===== config.mk =====
export PLATFORM = sky130hd
export DESIGN_NAME = srs_ctrl
export DESIGN_NICKNAME = d
export VERILOG_FILES = /design/src/design/srs_pkg.sv /design/src/design/srs_ctrl.sv
export SDC_FILE = /design/constraint.sdc
export NUM_CORES = 1
export LEC_CHECK = 0
export ABC_AREA = 1
export BUFFER_PORTS_ARGS = -buffer_cell sky130_fd_sc_hd__buf_2
export CAP_MARGIN = 20
export CORE_MARGIN = 2
export CORE_UTILIZATION = 48
export CTS_CLUSTER_DIAMETER = 60
export DETAILED_ROUTE_END_ITERATION = 7
export PLACE_DENSITY_LB_ADDON = 0.12
export SYNTH_ARGS = -nofsm -noshare
export SYNTH_HDL_FRONTEND = slang
export SYNTH_SLANG_ARGS = --single-unit

===== constraint.sdc =====
create_clock -name clk -period 3.05 [get_ports clk]
set_input_delay 0.1525 -clock clk [delete_from_list [all_inputs] [get_ports clk]]
set_output_delay 0.1525 -clock clk [all_outputs]
set_load 0.05 [all_outputs]

===== src/design/srs_pkg.sv =====
// Shared types, constants and helpers for the substring removal stack.
`timescale 1ns / 1ps
`default_nettype none

package srs_pkg;

    localparam int STACK_DEPTH_DEF = 1024;
    localparam int PATTERN_MAX_DEF = 8;

    localparam int CHAR_W      = 8;
    localparam int LEN_W       = 4;
    localparam int PAT_W       = 64;
    localparam int PIDX_W      = 3;
    localparam int DEPTH_OUT_W = 11;
    localparam int RIDX_W      = 10;
    localparam int CFG_IDX_W   = 1;
    localparam int CFG_DATA_W  = 64;

    typedef enum logic [CFG_IDX_W-1:0] {
        CFG_PATTERN_LEN   = 1'b0,
        CFG_PATTERN_BYTES = 1'b1
    } cfg_reg_t;

    typedef enum logic {
        OP_PUSH = 1'b0,
        OP_READ = 1'b1
    } opcode_t;

    typedef enum logic [1:0] {
        ST_IDLE,
        ST_RDWAIT,
        ST_SCAN,
        ST_RESP
    } state_t;

    // Pick pattern byte idx; byte 0 is the first character of the pattern.
    function automatic logic [CHAR_W-1:0] pattern_byte(
        input logic [PAT_W-1:0]  pat,
        input logic [PIDX_W-1:0] idx
    );
        return pat[idx*CHAR_W +: CHAR_W];
    endfunction

endpackage

`default_nettype wire


===== src/design/srs_ctrl.sv =====
// Sequencer for push, pattern scan, pop and read, with the output register.
`timescale 1ns / 1ps
`default_nettype none

module srs_ctrl #(
    parameter int STACK_DEPTH = srs_pkg::STACK_DEPTH_DEF,
    parameter int PATTERN_MAX = srs_pkg::PATTERN_MAX_DEF,
    parameter int AW          = $clog2(STACK_DEPTH)
) (
    input  wire logic                           clk,
    input  wire logic                           rst_n,
    // input channel
    input  wire logic                           in_valid,
    output logic                                in_stall,
    input  wire logic                           opcode,
    input  wire logic [srs_pkg::CHAR_W-1:0]     char_in,
    input  wire logic [srs_pkg::RIDX_W-1:0]     read_index,
    // output channel
    output logic                                out_valid,
    input  wire logic                           out_stall,
    output logic [srs_pkg::DEPTH_OUT_W-1:0]     depth,
    output logic                                removed,
    output logic                                overflow,
    output logic [srs_pkg::CHAR_W-1:0]          read_data,
    // configuration
    input  wire logic [srs_pkg::LEN_W-1:0]      pattern_len,
    input  wire logic [srs_pkg::PAT_W-1:0]      pattern_bytes,
    // stack memory
    output logic                                mem_we,
    output logic [AW-1:0]                       mem_waddr,
    output logic [srs_pkg::CHAR_W-1:0]          mem_wdata,
    output logic                                mem_re,
    output logic [AW-1:0]                       mem_raddr,
    input  wire logic [srs_pkg::CHAR_W-1:0]     mem_rdata
);

    localparam int DW = $clog2(STACK_DEPTH + 1);
    localparam int CW = (DW > srs_pkg::RIDX_W) ? DW : srs_pkg::RIDX_W;
    localparam int LW = srs_pkg::LEN_W;
    localparam int PW = srs_pkg::PIDX_W;

    srs_pkg::state_t state_reg, state_next;

    logic [DW-1:0]              depth_reg, depth_next;
    logic [LW-1:0]              len_reg, len_next;
    logic [AW-1:0]              base_reg, base_next;
    logic [PW-1:0]              cnt_reg, cnt_next;
    logic                       chk_vld_reg, chk_vld_next;
    logic [PW-1:0]              chk_idx_reg, chk_idx_next;
    logic                       rd_ok_reg, rd_ok_next;
    logic                       res_removed_reg, res_removed_next;
    logic                       res_overflow_reg, res_overflow_next;
    logic [srs_pkg::CHAR_W-1:0] res_data_reg, res_data_next;

    logic                          out_valid_reg, out_valid_next;
    logic [srs_pkg::DEPTH_OUT_W-1:0] out_depth_reg, out_depth_next;
    logic                          out_removed_reg, out_removed_next;
    logic                          out_overflow_reg, out_overflow_next;
    logic [srs_pkg::CHAR_W-1:0]    out_data_reg, out_data_next;

    logic          in_fire;
    logic          is_push;
    logic          full;
    logic [LW-1:0] eff_len;
    logic [DW-1:0] depth_inc;
    logic          short_stack;
    logic          last_ok;
    logic          quick_match;
    logic          start_scan;
    logic          in_range;
    logic          issue;
    logic          chk_hit;
    logic          chk_last;
    logic          out_free;

    assign in_fire   = in_valid && !in_stall;
    assign is_push   = (opcode == srs_pkg::OP_PUSH);
    assign full      = (depth_reg == DW'(STACK_DEPTH));
    assign eff_len   = (pattern_len > LW'(PATTERN_MAX)) ? LW'(PATTERN_MAX) : pattern_len;
    assign depth_inc = depth_reg + DW'(1);

    assign short_stack = (eff_len == '0) || (depth_inc < DW'(eff_len));
    // the byte being pushed lands on top, so it checks against the last pattern byte
    assign last_ok     = (char_in == srs_pkg::pattern_byte(pattern_bytes,
                                                           PW'(eff_len - LW'(1))));
    assign quick_match = !full && !short_stack && last_ok && (eff_len == LW'(1));
    assign start_scan  = !full && !short_stack && last_ok && (eff_len != LW'(1));
    assign in_range    = CW'(read_index) < CW'(depth_reg);

    assign issue    = ({1'b0, cnt_reg} < (len_reg - LW'(1)));
    assign chk_hit  = (mem_rdata == srs_pkg::pattern_byte(pattern_bytes, chk_idx_reg));
    assign chk_last = ({1'b0, chk_idx_reg} == (len_reg - LW'(2)));
    assign out_free = !out_valid_reg || !out_stall;

    // next state
    always_comb
    begin
        state_next = state_reg;
        case (state_reg)
            srs_pkg::ST_IDLE:
            begin
                if (in_fire)
                begin
                    if (!is_push)
                    begin
                        state_next = srs_pkg::ST_RDWAIT;
                    end
                    else if (start_scan)
                    begin
                        state_next = srs_pkg::ST_SCAN;
                    end
                    else
                    begin
                        state_next = srs_pkg::ST_RESP;
                    end
                end
            end
            srs_pkg::ST_RDWAIT:
            begin
                state_next = srs_pkg::ST_RESP;
            end
            srs_pkg::ST_SCAN:
            begin
                if (chk_vld_reg && (!chk_hit || chk_last))
                begin
                    state_next = srs_pkg::ST_RESP;
                end
            end
            srs_pkg::ST_RESP:
            begin
                if (out_free)
                begin
                    state_next = srs_pkg::ST_IDLE;
                end
            end
            default:
            begin
                state_next = srs_pkg::ST_IDLE;
            end
        endcase
    end

    // datapath next values
    always_comb
    begin
        depth_next        = depth_reg;
        len_next          = len_reg;
        base_next         = base_reg;
        cnt_next          = cnt_reg;
        chk_vld_next      = chk_vld_reg;
        chk_idx_next      = chk_idx_reg;
        rd_ok_next        = rd_ok_reg;
        res_removed_next  = res_removed_reg;
        res_overflow_next = res_overflow_reg;
        res_data_next     = res_data_reg;
        out_valid_next    = out_valid_reg && out_stall;
        out_depth_next    = out_depth_reg;
        out_removed_next  = out_removed_reg;
        out_overflow_next = out_overflow_reg;
        out_data_next     = out_data_reg;

        case (state_reg)
            srs_pkg::ST_IDLE:
            begin
                if (in_fire)
                begin
                    len_next          = eff_len;
                    base_next         = AW'(depth_inc - DW'(eff_len));
                    cnt_next          = '0;
                    chk_vld_next      = 1'b0;
                    rd_ok_next        = in_range;
                    res_removed_next  = is_push && quick_match;
                    res_overflow_next = is_push && full;
                    res_data_next     = '0;
                    if (is_push && !full)
                    begin
                        // a one-byte pattern pops the byte just pushed
                        depth_next = quick_match ? depth_reg : depth_inc;
                    end
                end
            end
            srs_pkg::ST_RDWAIT:
            begin
                res_data_next = rd_ok_reg ? mem_rdata : '0;
            end
            srs_pkg::ST_SCAN:
            begin
                if (issue)
                begin
                    cnt_next = cnt_reg + PW'(1);
                end
                chk_vld_next = issue;
                chk_idx_next = cnt_reg;
                if (chk_vld_reg && chk_hit && chk_last)
                begin
                    res_removed_next = 1'b1;
                    depth_next       = depth_reg - DW'(len_reg);
                end
            end
            srs_pkg::ST_RESP:
            begin
                if (out_free)
                begin
                    out_valid_next    = 1'b1;
                    out_depth_next    = srs_pkg::DEPTH_OUT_W'(depth_reg);
                    out_removed_next  = res_removed_reg;
                    out_overflow_next = res_overflow_reg;
                    out_data_next     = res_data_reg;
                end
            end
            default:
            begin
            end
        endcase
    end

    // outputs
    always_comb
    begin
        in_stall  = (state_reg != srs_pkg::ST_IDLE);
        mem_we    = in_fire && is_push && !full;
        mem_waddr = AW'(depth_reg);
        mem_wdata = char_in;
        mem_re    = 1'b0;
        mem_raddr = AW'(read_index);
        case (state_reg)
            srs_pkg::ST_IDLE:
            begin
                mem_re = in_fire && !is_push;
            end
            srs_pkg::ST_SCAN:
            begin
                mem_re    = issue;
                mem_raddr = base_reg + AW'(cnt_reg);
            end
            default:
            begin
            end
        endcase
    end

    assign out_valid = out_valid_reg;
    assign depth     = out_depth_reg;
    assign removed   = out_removed_reg;
    assign overflow  = out_overflow_reg;
    assign read_data = out_data_reg;

    always_ff @(posedge clk or negedge rst_n)
    begin
        if (!rst_n)
        begin
            state_reg     <= srs_pkg::ST_IDLE;
            depth_reg     <= '0;
            chk_vld_reg   <= 1'b0;
            out_valid_reg <= 1'b0;
        end
        else
        begin
            state_reg     <= state_next;
            depth_reg     <= depth_next;
            chk_vld_reg   <= chk_vld_next;
            out_valid_reg <= out_valid_next;
        end
    end

    always_ff @(posedge clk)
    begin
        len_reg          <= len_next;
        base_reg         <= base_next;
        cnt_reg          <= cnt_next;
        chk_idx_reg      <= chk_idx_next;
        rd_ok_reg        <= rd_ok_next;
        res_removed_reg  <= res_removed_next;
        res_overflow_reg <= res_overflow_next;
        res_data_reg     <= res_data_next;
        out_depth_reg    <= out_depth_next;
        out_removed_reg  <= out_removed_next;
        out_overflow_reg <= out_overflow_next;
        out_data_reg     <= out_data_next;
    end

endmodule

`default_nettype wire


== Word level (Yosys, flattened, before mapping) ==
Cells that the tools add are included.

* Bitwise operators: 1
* Add/subtract/negate cells: 8
* Eq/ne operators: 16
* Shift-type cells: 2
* Reductions and logical operators: 37
* Mux-type cells: 27
* Order comparisons: 4

{| class="wikitable"
|+ Operators by type and width
! operator !! number
|-
| 64-bit by 7-bit indexed part select with 8-bit output || 2
|-
| 11-bit two-way mux || 4
|-
| 11-bit one-hot mux with 2 select lines || 1
|-
| 8-bit == test || 2
|-
| 8-bit two-way mux || 2
|-
| 8-bit one-hot mux with 2 select lines || 1
|-
| 1-bit logical AND || 15
|-
| 2-bit inequality test, second input constant || 7
|-
| 11-bit by 1-bit adder with 11-bit output, second input constant || 1
|-
| 11-bit == test, second input constant || 1
|-
| 10-bit by 11-bit less-than comparator with 1-bit output || 1
|-
| 11-bit by 4-bit less-than comparator with 1-bit output || 1
|-
| 11-bit by 4-bit subtractor with 11-bit output || 1
|-
| 10-bit by 3-bit adder with 10-bit output || 1
|-
| 10-bit two-way mux || 1
|-
| 10-bit by 4-bit subtractor with 10-bit output || 1
|-
| 3-bit AND reduction || 3
|-
| 2-bit two-way mux || 4
|-
| 2-bit one-hot mux with 4 select lines || 1
|-
| 2-bit AND reduction || 4
|-
| 1-bit zero test || 6
|-
| 1-bit two-way mux || 6
|-
| 3-bit two-way mux || 2
|-
| 1-bit one-hot mux with 2 select lines || 3
|-
| 19 further kinds || 24
|}

* Register bits: 67
* Bits of input ports: 99
* Word-level logic and storage cells: 111
* Output and inout bits: 53

== Logic depth before layout (Yosys ltp) ==
* Depth in word-level cells: 12
* Mapped depth: 20
* Depth with buffers taken out: 18

== Worst setup path after synthesis ==
Ideal clock, no wire load.

* Path kind: register to output
* From: register cnt_reg[0]
* To: output port mem_raddr[8]
* Arrival: 3.139 ns
* Cell stages (with the launch flop): 14
* Data required time: 2.897 ns
* Slack: -0.242 ns
* Cell sequence: edfxtp_1 -> ha_1 -> inv_1 -> fa_1 -> or2_2 -> a21oi_1 -> inv_1 -> nor2_1 -> inv_1 -> nor2_1 -> and2_1 -> nand2_1 -> xor2_1 -> o21ai_0

* Longest elaborated chain between the ends: 2

{| class="wikitable"
|+ RTL lines
! what !! line !! RTL
|-
| start: declaration || srs_ctrl.sv:47 || <nowiki>logic [PW-1:0] cnt_reg, cnt_next;</nowiki>
|-
| start signal: assignment || srs_ctrl.sv:270 || <nowiki>cnt_reg <= cnt_next;</nowiki>
|-
| 10-bit by 3-bit adder with 10-bit output || srs_ctrl.sv:234 || <nowiki>mem_raddr = base_reg + AW'(cnt_reg);</nowiki>
|-
| 10-bit two-way mux || srs_ctrl.sv:226 || <nowiki>case (state_reg)</nowiki>
|-
| end: declaration || srs_ctrl.sv:33 || <nowiki>output logic [AW-1:0] mem_raddr,</nowiki>
|}

Every way passes these cells.

== Final worst setup path ==
* From: register len_reg[1]
* To: output port mem_re

* Longest elaborated chain between the ends: 3

{| class="wikitable"
|+ RTL lines
! what !! line !! RTL
|-
| start: declaration || srs_ctrl.sv:45 || <nowiki>logic [LW-1:0] len_reg, len_next;</nowiki>
|-
| start signal: assignment || srs_ctrl.sv:268 || <nowiki>len_reg <= len_next;</nowiki>
|-
| 4-bit by 1-bit subtractor with 4-bit output || srs_ctrl.sv:90 || <nowiki>assign issue = ({1'b0, cnt_reg} < (len_reg - LW'(1)));</nowiki>
|-
| 3-bit by 4-bit less-than comparator with 1-bit output || srs_ctrl.sv:90 ||
|-
| 1-bit one-hot mux with 2 select lines || srs_ctrl.sv:226 ||
|-
| end: declaration || srs_ctrl.sv:32 || <nowiki>output logic mem_re,</nowiki>
|}

Every way passes these cells.

==> results_dict.tcl <==
set metrics [dict create \
    max_freq_mhz 346.6 \
    fin_crit_sh 0.9460 \
    grt_pass1_vias 5233 \
    place_inst 1090 \
    drc 0 \
    worstReg2RegEnd "depth_reg[0]" \
    startpoint_type "flop" \
    routed_via_density 5.241 \
    ys_async_sr_fraction 0.2239 \
    instances_no_fill 1109 \
    wire_per_inst_um 14.41 \
    ys_types 35 \
    ir_drop_mv 0.4644 \
    reg2reg_depth 15 \
    worstSkewPairLatency_ps 340 \
    die_x_um 114.2 \
    layout_common_cells "nand2_1, buf_2, nand3_1, inv_1, nor2_1" \
    slowest_delay_ps 440 \
    synth_top_area_cell "edfxtp_1" \
    syn_area_um2 5832 \
    cts-root-buf "clkbuf_16" \
    portBuffers 151 \
    critical_path.max_fanout 4 \
    gp_congestion 0.8758 \
    relSlewSlack 0.5407 \
    initial_core_util 0.4896 \
    clk_path_buf_depth 2 \
    hold_viol 0 \
    worstPathArrival_ps 2730 \
    cts.clk_slew.worst_paths_ps 60 \
    layout_commonest_cell "nand2_1" \
    grt_usage 0.2561 \
    synth-seq-cells 67 \
    largest_reg_flops 22 \
    hpwl_mm 12.03 \
    holdPathStages 3 \
    htreeDepth 3 \
    synth_top_cell_area_share 0.2678 \
    r2r_start "depth_reg[1]" \
    crit_family "compound AO/OA/AOI/OAI gates" \
    maxSlewViolCount 0 \
    hold_path.class "input port to flop" \
    vias 5812 \
    drtIter0Drc 487 \
    powerDensity_nw_per_um2 941.9 \
    synthesis.instances 832 \
    synth_area_per_cell_um2 7.009 \
    grt_overflow 0 \
    worstHoldStart "out_stall" \
    cts_tree "done" \
    worstSetupPathType "flop to primary output" \
    dr.pass1.iters 5 \
    grt_pass1_wl_mm 26.13 \
    end_kind "primary output" \
    pin_count 152 \
    synth_area_leaders "edfxtp_1, nand2_1, nand3_1" \
    antenna_cells 0 \
    outcome "completed" \
    fp.coreArea_um2 11910 \
    worstMarginPinSlew_ps 688.3 \
    nNetsFinal 1094 \
    worstPathRequired_ps 2900 \
    yosys_warnings 0 \
    fin_skew_ps 6.799 \
    cts_inserted_buffers 9 \
    antenna_found_initial 0 \
    synth_edf_count 52 \
    synth_fp_nets 969 \
    setup_violations 0 \
    postRouteAntennaNets 0 \
    crit_path_top_delay_cell "edfxtp_1" \
    die_y_um 114.2 \
    synth_flop_cell "edfxtp_1" \
    worstPathCellList "inv_1, ha_1, ha_1, o21a_1, o21a_1, o21ai_0, nand2_1, o21ai_0, buf_2" \
    drive_gt1_frac 0.2204 \
    num_rows 40 \
    ys_seq_area_frac 0.3321 \
    syn2layout_area_growth_pct 18.21 \
    drv_cap 0 \
    final_util 0.5788 \
    period_needed_ps 2885 \
    p_leak_uw 0.003501 \
    rrSetupSlack_ps 300 \
    cts.sinks 67 \
    grt_max_degree 39 \
    wl_mm 15.98 \
    hold_end "out_valid" \
    path_buf_inv 2 \
    die_area_um2 13050 \
]
## how the worst max path moves through the flow
stage	startpoint	cells past startpoint	to
final	len_reg[1]	9	mem_re
after global routing	depth_reg[1]	15	depth_reg[10]
after CTS	cnt_reg[0]	14	mem_raddr[8]
after detailed placement	depth_reg[0]	15	depth_reg[0]
after global placement	cnt_reg[0]	14	mem_raddr[8]
after floorplan	cnt_reg[0]	13	mem_raddr[8]
## worst min-delay path, stage by stage
cell,delay [ps]
buf_2,90
nand2_1,60
nand2_1,50
## through the flow
stage                     cell area, um2  setup slack, ps  setup TNS, ps  power (uW)  hold WS (ps)
after floorplan                     5837            117.0              0        4594        -143.1
after global placement              6543            337.8              0        5374         81.12
after detailed placement            6543            296.9              0        5404         75.82
after CTS                           6860            30.73              0        6461         45.78
after global routing                6894           -2.833         -2.833        7045         71.63
final                               6894            164.7              0        6493         52.90
## cell type report
type	count	area, um2
Clock inverter	5	33.78
Fill cell	1178	5017
Tap cell	147	183.9
Sequential cell	67	1938
Clock buffer	11	264.0
Timing Repair Buffer	168	892.1
Inverter	84	315.3
Multi-Input combinational cell	627	3267
## power by group
group	internal, uW	switching (uW)	leakage (uW)	total (uW)
clock network	621	395	0.000143	1020
registers	1470	274	0.000683	1750
logic	1110	2620	0.00268	3730
## cell usage after synthesis (3+ instances only)
master    number
a21oi_1       12
buf_2         19
buf_4         23
buf_6          4
clkbuf_1       8
dfrtp_1       15
edfxtp_1      52
fa_1           3
ha_1          35
inv_1         80
inv_2          4
nand2_1      258
nand3_1      141
nand4_1       17
nor2_1        61
nor2_2         6
nor3_1         4
o21ai_0       41
o31ai_1        3
xnor2_1        6
xor2_1        19
## cells by family after synthesis
logic type                 count (synthesis)  share of synthesized area
and+or+nand+nor                          497                     0.3679
buffers and inverters                    138                     0.1129
DFF                                       67                     0.3321
xor gates and xnor gates                  26                    0.04034
adders and majority gates                 38                    0.08539
AOI/OAI and AO/OA                         66                    0.06136
## per-layer routing
layer / wire, um / up-vias / part of all wire / track usage
met4: 325 / 0 / 0.020 / 0.08618
met5: 0 / - / 0 / 0
met3: 1128 / 21 / 0.071 / 0.04711
met1: 7813 / 2597 / 0.49 / 0.3780
met2: 6712 / 226 / 0.42 / 0.3778
li1: - / 2968 / - / -
## what timing repair did
action	4_1_cts	5_1_grt
hold buffers	1	0
endpoints found under the hold margin	15	0
resized for setup	1	10
cloned	0	0
buffers inserted	1	1
pin swaps	0	3
setup endpoints to repair	1	13
(Power assumes the default switching activity.)
